## config.mk

```make
export PLATFORM = sky130hd
export DESIGN_NAME = unsorted_list_table_core
export DESIGN_NICKNAME = d
export VERILOG_FILES = /design/src/rtl/ult_pkg.sv /design/src/rtl/ult_front.sv /design/src/rtl/ult_queue.sv /design/src/rtl/ult_back.sv /design/src/rtl/unsorted_list_table_core.sv
export SDC_FILE = /design/constraint.sdc
export NUM_CORES = 1
export LEC_CHECK = 0
export BUFFER_PORTS_ARGS = -buffer_cell sky130_fd_sc_hd__buf_2
export CAP_MARGIN = 20
export CORE_MARGIN = 2
export CORE_UTILIZATION = 35
export CTS_CLUSTER_SIZE = 40
export DETAILED_ROUTE_END_ITERATION = 7
export HOLD_SLACK_MARGIN = 0.05
export SYNTH_ARGS = -nofsm -noshare
export SYNTH_HDL_FRONTEND = slang
export SYNTH_SLANG_ARGS = --single-unit
```

## constraint.sdc

```tcl
create_clock -name clk -period 9.5 [get_ports clk]
set_input_delay 0.95 -clock clk [delete_from_list [all_inputs] [get_ports clk]]
set_output_delay 0.95 -clock clk [all_outputs]
set_load 0.01 [all_outputs]
```

## src/rtl/ult_pkg.sv

```systemverilog
// ----------------------------------------------------------------------------
// ult_pkg
// Types, sizes and codes shared by the unsorted list table modules.
// ----------------------------------------------------------------------------
package ult_pkg;

  localparam int DEPTH      = 16;
  localparam int ITEM_WIDTH = 32;

  localparam int PORT_W = 32;
  localparam int CMD_W  = 3;
  localparam int ST_W   = 2;
  localparam int EC_W   = 5;
  localparam int VAL_W  = (ITEM_WIDTH < PORT_W) ? ITEM_WIDTH : PORT_W;
  localparam int IDX_W  = $clog2(DEPTH);
  localparam int CNT_W  = $clog2(DEPTH + 1);

  localparam int QDEPTH = 2;
  localparam int QIDX_W = (QDEPTH > 1) ? $clog2(QDEPTH) : 1;
  localparam int QCNT_W = $clog2(QDEPTH + 1);

  typedef enum logic [CMD_W-1:0] {
    CMD_INSERT     = 3'd0,
    CMD_DELETE     = 3'd1,
    CMD_LOOKUP     = 3'd2,
    CMD_CLEAR      = 3'd3,
    CMD_RESET_ITER = 3'd4,
    CMD_NEXT       = 3'd5
  } cmd_t;

  typedef enum logic [2:0] {
    OP_NOP,
    OP_INSERT,
    OP_DELETE,
    OP_LOOKUP,
    OP_CLEAR,
    OP_RESET_ITER,
    OP_NEXT
  } op_t;

  typedef enum logic [ST_W-1:0] {
    ST_OK        = 2'd0,
    ST_FULL      = 2'd1,
    ST_NOT_FOUND = 2'd2,
    ST_EXHAUSTED = 2'd3
  } status_t;

  typedef enum logic [1:0] {
    S_IDLE,
    S_SCAN,
    S_SHIFT,
    S_NEXT
  } state_t;

  typedef struct packed {
    op_t              op;
    logic [VAL_W-1:0] value;
  } work_t;

endpackage

```

## src/rtl/ult_front.sv

```systemverilog
// ----------------------------------------------------------------------------
// ult_front
// Accepts command words and classifies them into internal operations.
// ----------------------------------------------------------------------------
module ult_front (
  input  logic                      cmd_valid,
  output logic                      cmd_ready,
  input  logic [ult_pkg::CMD_W-1:0] cmd,
  input  logic [ult_pkg::PORT_W-1:0] item_in,
  output logic                      push_valid,
  input  logic                      push_ready,
  output ult_pkg::work_t            push_data
);
  import ult_pkg::*;

  op_t op;

  always_comb begin
    unique case (cmd)
      CMD_INSERT:     op = OP_INSERT;
      CMD_DELETE:     op = OP_DELETE;
      CMD_LOOKUP:     op = OP_LOOKUP;
      CMD_CLEAR:      op = OP_CLEAR;
      CMD_RESET_ITER: op = OP_RESET_ITER;
      CMD_NEXT:       op = OP_NEXT;
      default:        op = OP_NOP;
    endcase
  end

  // Only the low item bits take part in storage and compares.
  assign push_data.op    = op;
  assign push_data.value = item_in[VAL_W-1:0];
  assign push_valid      = cmd_valid;
  assign cmd_ready       = push_ready;

endmodule

```

## src/rtl/ult_queue.sv

```systemverilog
// ----------------------------------------------------------------------------
// ult_queue
// Short FIFO of classified operations between the front and the back.
// ----------------------------------------------------------------------------
module ult_queue (
  input  logic           clk,
  input  logic           rst,
  input  logic           push_valid,
  output logic           push_ready,
  input  ult_pkg::work_t push_data,
  output logic           pop_valid,
  input  logic           pop_ready,
  output ult_pkg::work_t pop_data
);
  import ult_pkg::*;

  work_t              slots [QDEPTH];
  logic [QIDX_W-1:0]  wr_ptr;
  logic [QIDX_W-1:0]  rd_ptr;
  logic [QCNT_W-1:0]  fill;
  logic               do_push;
  logic               do_pop;

  assign push_ready = (fill != QCNT_W'(QDEPTH));
  assign pop_valid  = (fill != '0);
  assign pop_data   = slots[rd_ptr];
  assign do_push    = push_valid && push_ready;
  assign do_pop     = pop_valid && pop_ready;

  always_ff @(posedge clk) begin
    if (do_push) begin
      slots[wr_ptr] <= push_data;
    end
  end

  always_ff @(posedge clk) begin
    if (rst) begin
      wr_ptr <= '0;
      rd_ptr <= '0;
      fill   <= '0;
    end else begin
      if (do_push) begin
        wr_ptr <= (wr_ptr == QIDX_W'(QDEPTH - 1)) ? '0 : wr_ptr + QIDX_W'(1);
      end
      if (do_pop) begin
        rd_ptr <= (rd_ptr == QIDX_W'(QDEPTH - 1)) ? '0 : rd_ptr + QIDX_W'(1);
      end
      if (do_push && !do_pop) begin
        fill <= fill + QCNT_W'(1);
      end else if (do_pop && !do_push) begin
        fill <= fill - QCNT_W'(1);
      end
    end
  end

endmodule

```

## src/rtl/ult_back.sv

```systemverilog
// ----------------------------------------------------------------------------
// ult_back
// Executes list operations against the entry memory and holds the result word.
// ----------------------------------------------------------------------------
module ult_back (
  input  logic                       clk,
  input  logic                       rst,
  input  logic                       pop_valid,
  output logic                       pop_ready,
  input  ult_pkg::work_t             pop_data,
  output logic                       result_valid,
  input  logic                       result_ready,
  output logic [ult_pkg::ST_W-1:0]   status,
  output logic                       found,
  output logic [ult_pkg::PORT_W-1:0] item_out,
  output logic [ult_pkg::EC_W-1:0]   entry_count,
  output logic                       is_full
);
  import ult_pkg::*;

  logic [VAL_W-1:0] mem [DEPTH];
  logic [VAL_W-1:0] rd_data;

  state_t           state, state_next;
  work_t            cur, cur_next;
  logic [CNT_W-1:0] count, count_next;
  logic [CNT_W-1:0] iter_pos, iter_pos_next;
  logic             iter_started, iter_started_next;
  logic [IDX_W-1:0] scan_ptr, scan_ptr_next;

  logic [IDX_W-1:0] rd_idx;
  logic             we;
  logic [IDX_W-1:0] wa;
  logic [VAL_W-1:0] wd;

  logic             res_load;
  status_t          res_status;
  logic             res_found;
  logic [VAL_W-1:0] res_item;
  logic [CNT_W-1:0] res_count;

  status_t          out_status;
  logic             out_found;
  logic [VAL_W-1:0] out_item;
  logic [CNT_W-1:0] out_count;

  logic [CNT_W-1:0] cnt_m1;
  logic [CNT_W-1:0] pos_n;
  logic [CNT_W-1:0] iter_off;
  logic [CNT_W-1:0] sp_p1;
  logic [CNT_W-1:0] sp_p2;

  assign cnt_m1 = count - CNT_W'(1);
  assign sp_p1  = CNT_W'(scan_ptr) + CNT_W'(1);
  assign sp_p2  = CNT_W'(scan_ptr) + CNT_W'(2);

  always_comb begin
    if (!iter_started) begin
      pos_n = '0;
    end else if (iter_pos < CNT_W'(DEPTH)) begin
      pos_n = iter_pos + CNT_W'(1);
    end else begin
      pos_n = iter_pos;
    end
  end

  assign iter_off = cnt_m1 - pos_n;

  // A new operation starts only when the result register will be free.
  assign pop_ready = (state == S_IDLE) && (!result_valid || result_ready);

  always_ff @(posedge clk) begin
    if (we) begin
      mem[wa] <= wd;
    end
    rd_data <= mem[rd_idx];
  end

  always_ff @(posedge clk) begin
    if (rst) begin
      state        <= S_IDLE;
      count        <= '0;
      iter_pos     <= '0;
      iter_started <= 1'b0;
      result_valid <= 1'b0;
    end else begin
      state        <= state_next;
      count        <= count_next;
      iter_pos     <= iter_pos_next;
      iter_started <= iter_started_next;
      if (res_load) begin
        result_valid <= 1'b1;
      end else if (result_ready) begin
        result_valid <= 1'b0;
      end
    end
  end

  always_ff @(posedge clk) begin
    cur      <= cur_next;
    scan_ptr <= scan_ptr_next;
    if (res_load) begin
      out_status <= res_status;
      out_found  <= res_found;
      out_item   <= res_item;
      out_count  <= res_count;
    end
  end

  always_comb begin
    state_next        = state;
    cur_next          = cur;
    count_next        = count;
    iter_pos_next     = iter_pos;
    iter_started_next = iter_started;
    scan_ptr_next     = scan_ptr;
    rd_idx            = cnt_m1[IDX_W-1:0];
    we                = 1'b0;
    wa                = count[IDX_W-1:0];
    wd                = pop_data.value;
    res_load          = 1'b0;
    res_status        = ST_OK;
    res_found         = 1'b0;
    res_item          = '0;
    res_count         = count;

    unique case (state)
      S_IDLE: begin
        if (pop_valid && pop_ready) begin
          cur_next = pop_data;
          unique case (pop_data.op)
            OP_INSERT: begin
              res_load = 1'b1;
              if (count >= CNT_W'(DEPTH)) begin
                res_status = ST_FULL;
              end else begin
                we         = 1'b1;
                count_next = count + CNT_W'(1);
                res_count  = count + CNT_W'(1);
              end
            end
            OP_DELETE, OP_LOOKUP: begin
              if (count == '0) begin
                res_load   = 1'b1;
                res_status = ST_NOT_FOUND;
              end else begin
                scan_ptr_next = cnt_m1[IDX_W-1:0];
                state_next    = S_SCAN;
              end
            end
            OP_CLEAR: begin
              res_load          = 1'b1;
              count_next        = '0;
              res_count         = '0;
              iter_pos_next     = '0;
              iter_started_next = 1'b0;
            end
            OP_RESET_ITER: begin
              res_load          = 1'b1;
              iter_pos_next     = '0;
              iter_started_next = 1'b0;
            end
            OP_NEXT: begin
              iter_pos_next     = pos_n;
              iter_started_next = 1'b1;
              if (pos_n < count) begin
                rd_idx     = iter_off[IDX_W-1:0];
                state_next = S_NEXT;
              end else begin
                res_load   = 1'b1;
                res_status = ST_EXHAUSTED;
              end
            end
            default: begin
              res_load = 1'b1;
            end
          endcase
        end
      end

      S_SCAN: begin
        // rd_data holds the entry at scan_ptr; the scan runs newest to oldest.
        if (rd_data == cur.value) begin
          if (cur.op == OP_LOOKUP) begin
            res_load   = 1'b1;
            res_found  = 1'b1;
            state_next = S_IDLE;
          end else if (sp_p1 < count) begin
            rd_idx     = sp_p1[IDX_W-1:0];
            state_next = S_SHIFT;
          end else begin
            res_load   = 1'b1;
            res_found  = 1'b1;
            count_next = cnt_m1;
            res_count  = cnt_m1;
            state_next = S_IDLE;
          end
        end else if (scan_ptr == '0) begin
          res_load   = 1'b1;
          res_status = ST_NOT_FOUND;
          state_next = S_IDLE;
        end else begin
          rd_idx        = scan_ptr - IDX_W'(1);
          scan_ptr_next = scan_ptr - IDX_W'(1);
        end
      end

      S_SHIFT: begin
        // Close the gap: each newer entry moves down by one slot.
        we = 1'b1;
        wa = scan_ptr;
        wd = rd_data;
        if (sp_p2 < count) begin
          rd_idx        = sp_p2[IDX_W-1:0];
          scan_ptr_next = sp_p1[IDX_W-1:0];
        end else begin
          res_load   = 1'b1;
          res_found  = 1'b1;
          count_next = cnt_m1;
          res_count  = cnt_m1;
          state_next = S_IDLE;
        end
      end

      S_NEXT: begin
        res_load   = 1'b1;
        res_item   = rd_data;
        state_next = S_IDLE;
      end

      default: begin
        state_next = S_IDLE;
      end
    endcase
  end

  assign status      = out_status;
  assign found       = out_found;
  assign item_out    = PORT_W'(out_item);
  assign entry_count = EC_W'(out_count);
  assign is_full     = (out_count == CNT_W'(DEPTH));

endmodule

```

## src/rtl/unsorted_list_table_core.sv

```systemverilog
// A word passes through the queue to the back end. Insert, clear, iterator reset
// and unknown commands finish in the idle state; next item returns its entry from S_NEXT.
// Lookup and delete scan entries newest to oldest, and delete then moves each newer
// entry down by one slot. Throughput: one word a cycle for commands that finish in
// the idle state while results are taken; the back end runs one operation at a time.
// Reset clears count, iterator, queue and result; the entry memory is not cleared.
// ----------------------------------------------------------------------------
// unsorted_list_table_core
// Bounded unsorted list with insert, delete, lookup, clear and an iterator.
// ----------------------------------------------------------------------------
module unsorted_list_table_core (
  input  logic                       clk,
  input  logic                       rst,
  input  logic                       cmd_valid,
  output logic                       cmd_ready,
  input  logic [ult_pkg::CMD_W-1:0]  cmd,
  input  logic [ult_pkg::PORT_W-1:0] item_in,
  output logic                       result_valid,
  input  logic                       result_ready,
  output logic [ult_pkg::ST_W-1:0]   status,
  output logic                       found,
  output logic [ult_pkg::PORT_W-1:0] item_out,
  output logic [ult_pkg::EC_W-1:0]   entry_count,
  output logic                       is_full
);
  import ult_pkg::*;

  logic  push_valid;
  logic  push_ready;
  work_t push_data;
  logic  pop_valid;
  logic  pop_ready;
  work_t pop_data;

  ult_front u_front (
    .cmd_valid  (cmd_valid),
    .cmd_ready  (cmd_ready),
    .cmd        (cmd),
    .item_in    (item_in),
    .push_valid (push_valid),
    .push_ready (push_ready),
    .push_data  (push_data)
  );

  ult_queue u_queue (
    .clk        (clk),
    .rst        (rst),
    .push_valid (push_valid),
    .push_ready (push_ready),
    .push_data  (push_data),
    .pop_valid  (pop_valid),
    .pop_ready  (pop_ready),
    .pop_data   (pop_data)
  );

  ult_back u_back (
    .clk          (clk),
    .rst          (rst),
    .pop_valid    (pop_valid),
    .pop_ready    (pop_ready),
    .pop_data     (pop_data),
    .result_valid (result_valid),
    .result_ready (result_ready),
    .status       (status),
    .found        (found),
    .item_out     (item_out),
    .entry_count  (entry_count),
    .is_full      (is_full)
  );

endmodule

```

==> flow_results.org <==
** Worst setup path
- The largest individual stage delay along the critical path comes from the cell nor3b_4.
- Peak fanout along the critical path :: 134
- The worst setup path is of the reg2reg kind.
- Worst setup slack for register-to-register paths :: 3.67 ns
- Traced cell by cell, the critical path runs through inv_1 -> ha_1 -> inv_1 -> nor2_8 -> buf_4 -> inv_2 -> nor4_2 -> nand2_2 -> mux2i_1 -> a222oi_1 -> buf_12 -> nor3b_4 -> buf_4 -> nand3_1 -> o2111a_1.
- Crit start category :: flip-flop
- In this design, the stage delay of the slowest critical-path cell is 0.83 ns.
- STA classifies the critical path endpoint as a flip-flop.
- STA puts the critical path data arrival time at 6.33 ns.
- For the worst setup path, the data required time is 10.01 ns.

** Layout
- Compared with the post-synthesis result, the final layout area differs by 13.6%.
- Net count, final :: 2144
- In the final layout, the share of cells above drive strength 1 is 17.2%.
- The repair_antennas step left the layout with diodes totalling 0.
- Share of the core filled with cells in the final layout :: 40.1%

** Power and ir drop
- The worst-case IR drop observed on VDD is 0.000190 V.
- Dividing total power by cell area gives a power density of 305 mW/mm².
- Leakage :: 11.2 nW

** Die
- Starting Density :: 35.2%
- Die height :: 294 µm
- Boundary Pins :: 82
- Die Span X :: 294 µm
- The total area inside the core boundary comes to 0.0834 mm².
- The initialized floorplan defines 106 standard-cell rows.
- Full die area :: 0.0863 mm²

** Placement
- Number of I/O port buffers :: 81
- Detailed placement ended at an HPWL of 41.8 mm.
- At the placement stage, the worst setup path has a slack of 3.59 ns.
- GP Congestion :: 0.873

** Clocking
- CTS tree :: yes
- Latest clock arrival within the worst-skew pair :: 0.63 ns
- Clock-pin slew was measured on the worst setup and hold paths at 0.06 ns.
- Clock root buffer :: clkbuf_16
- # clock sinks :: 712
- Post-CTS timing repair inserted 0 buffers for setup.
- TritonCTS created 71 clock buffers.
- CTS hold repair buffers :: 0
- Number of buffers on the longest clock path :: 3
- In this run the number of H-tree levels came out at 3.
- CTS-repair resized insts :: 0

** STA
- Setup repair after global routing left no endpoint under its margin.
- At the pin with the least slew margin, the transition time is 1.07 ns.
- Dividing the final minimum period by the clock period gives 61.3%.
- Headroom to the max-slew limit came out at 28.3%.
- Across all setup checks in the final design, the least slack found is 3.67 ns.
- Maximum operating frequency :: 172 MHz
- Shortest clock period the worst path allows after layout :: 5.83 ns
- Accumulated negative setup slack :: 0 ns
- Number of slew-limit violations in the final report :: 0
- The final number of hold-violating endpoints was 0.
- Clock Skews :: 0.0249 ns
- Final Setup Violations :: 0

** Routing
- Once detail routing completed, the nets flagged for antenna violations numbered 0.
- The final route contains 17764 vias.
- After detailed routing, the total wire length is 77.5 mm.
- The detailed router finished its first iteration with 1708 violations.
- After detailed routing, the average wire length per cell comes to 24.1 µm.
- Drc violations :: 0
- In the routed layout, each cell is associated on average with a via count of 5.53.
- For this run, the detailed router's first-pass iteration total came to 5.

** Yosys
- Top cells by instance count after synthesis :: edfxtp_1 (661), nand2_1 (246), nand3_1 (101)
- The biggest area contributor in the post-synthesis netlist is edfxtp_1.
- Most frequent cell after synthesis :: edfxtp_1
- Synth top area share :: 67.5%
- Part of the Yosys area used for sequential elements :: 71.0%
- Netlist Area Pre-Place :: 0.0294 mm²
- The number of different library cells used by synthesis comes to 85.
- The average instance in the mapped netlist occupies 14.6 µm².
- Share of flip-flops with an asynchronous set or reset after synthesis :: 0%
- Counting every net in the synthesized netlist gives 2083.
- In the synthesized netlist the dominant register cell turns out to be edfxtp_1.
- Post-synthesis instance total :: 2014
- Yosys attributes the largest share of cell area to edfxtp_1 (68%), dfxtp_1 (3.5%), nand2_1 (3.1%).
- Synthesized flop and latch total :: 712
- For this run, the number of Yosys warnings is 0.
- Yosys mapped a number of flops with a built-in enable equal to 661.

** Global route
- Initial antenna violation count :: 2
- The first global-routing pass estimated 113 mm of wire.
- Summed over all layers, the global routing overflow is 0.
- Entering global routing, the biggest net connects 135 pins.
- Global routing used 17.7% of the available tracks across all layers.
- Number of global-route vias before repair :: 17320

** Flow run
- Max_cap viols :: 0

** Run status
- Result of the run :: completed

** Worst hold path
- In this run the worst hold path is classified as in2reg.
-- critical path, delay by kind of cell (launching register included) --
family	cells	cell delay, ns
buf+inv	6	2.27
flops	1	0.34
fa+ha+maj	1	0.47
compound gates	2	0.63
simple gates	5	1.74
mux	1	0.15
-- placed cells by master (no fill, tap or decap), drive strengths merged, types with 4 or more instances in the layout --
master | Yosys | layout
edfxtp | 661 | 661
nand2 | 248 | 248
buf | 59 | 120
nand3 | 102 | 102
clkbuf | 73 | 97
o21ai | 85 | 85
mux2 | 67 | 67
nor2 | 61 | 61
a21oi | 57 | 57
dfxtp | 51 | 51
mux2i | 46 | 46
a31oi | 41 | 41
xor2 | 39 | 39
a211oi | 39 | 39
and3 | 38 | 38
and2 | 38 | 38
a32oi | 35 | 35
a32o | 34 | 34
o2111a | 31 | 31
a221oi | 31 | 31
ha | 29 | 29
inv | 25 | 28
clkinv | 1 | 22
nor4 | 17 | 17
nor3 | 10 | 10
nor2b | 9 | 9
xnor2 | 8 | 8
nand2b | 7 | 7
bufinv | 0 | 6
nand4 | 5 | 5
o211ai | 5 | 5
o22ai | 4 | 4
o21a | 4 | 4
a22oi | 4 | 4
-- report_power, final --
part,internal (W),switching (W)
sequential,0.00410,0.000175
combinational,0.00102,0.00208
clock,0.00164,0.00117
total,0.00676,0.00342
-- cell families after synthesis --
logic type	synth area share (%)
and+or+nand+nor	9.05
DFF	71.0
AOI/OAI and AO/OA	10.7
buffers and inverters	2.46
adders and majority gates	1.30
muxes	4.13
xor gates and xnor gates	1.40
-- state kept, by name (all words and copies together), names as in the netlist, 2 cells and up, named ones only --
name and flops:
u_back.mem 512, u_queue.slots 70, u_back.cur 35, u_back.item_out 32
u_back.rd_data 32, u_back.count 5, u_back.entry_count 5, u_back.iter_pos 5
u_back.scan_ptr 4, u_back.state 2, u_back.status 2, u_queue.fill 2
-- cell type report --
| class | count | area [µm²] |
|---|---|---|
| inverter | 26 | 97.6 |
| fill | 7549 | 50000 |
| sequential | 712 | 20900 |
| clock buffer | 97 | 2000 |
| multi-input combinational | 1144 | 8010 |
| tap | 1080 | 1350 |
| clock inverter | 32 | 358 |
| timing repair buffer | 120 | 731 |
-- path summary, 6_finish.rpt --
path | startpoint | to | cells past startpoint
max | u_back.state[1]$_SDFFE_PP0P_ | u_back.rd_data[25]$_DFF_P_ | 15
min | item_in[19] | u_queue.slots[1][19]$_DFFE_PP_ | 1
max reg2reg | u_back.state[1]$_SDFFE_PP0P_ | u_back.rd_data[25]$_DFF_P_ | 15
min reg2reg | u_queue.rd_ptr$_SDFFE_PP0P_ | flip-flop | 2
-- metrics by stage --
step	cell area (µm²)	std cells	hold slack (ns)	total power (W)
after floorplan	29400	2014	0.481	0.00640
after global placement	31000	3081	0.499	0.00734
after detailed placement	31000	3081	0.502	0.00744
after CTS	33400	3210	0.482	0.0103
after global routing	33400	3211	0.498	0.0106
final	33400	3211	0.511	0.0102
-- routing by layer --
metal / wire length, µm / up-vias / global-route usage [%]
met5: 21 / - / 0
met4: 1710 / 4 / 5.26
met3: 5260 / 104 / 2.96
met2: 38000 / 631 / 30.2
met1: 32500 / 9076 / 23.2
li1: - / 7949 / -
Power figures use the tool's default switching activity.
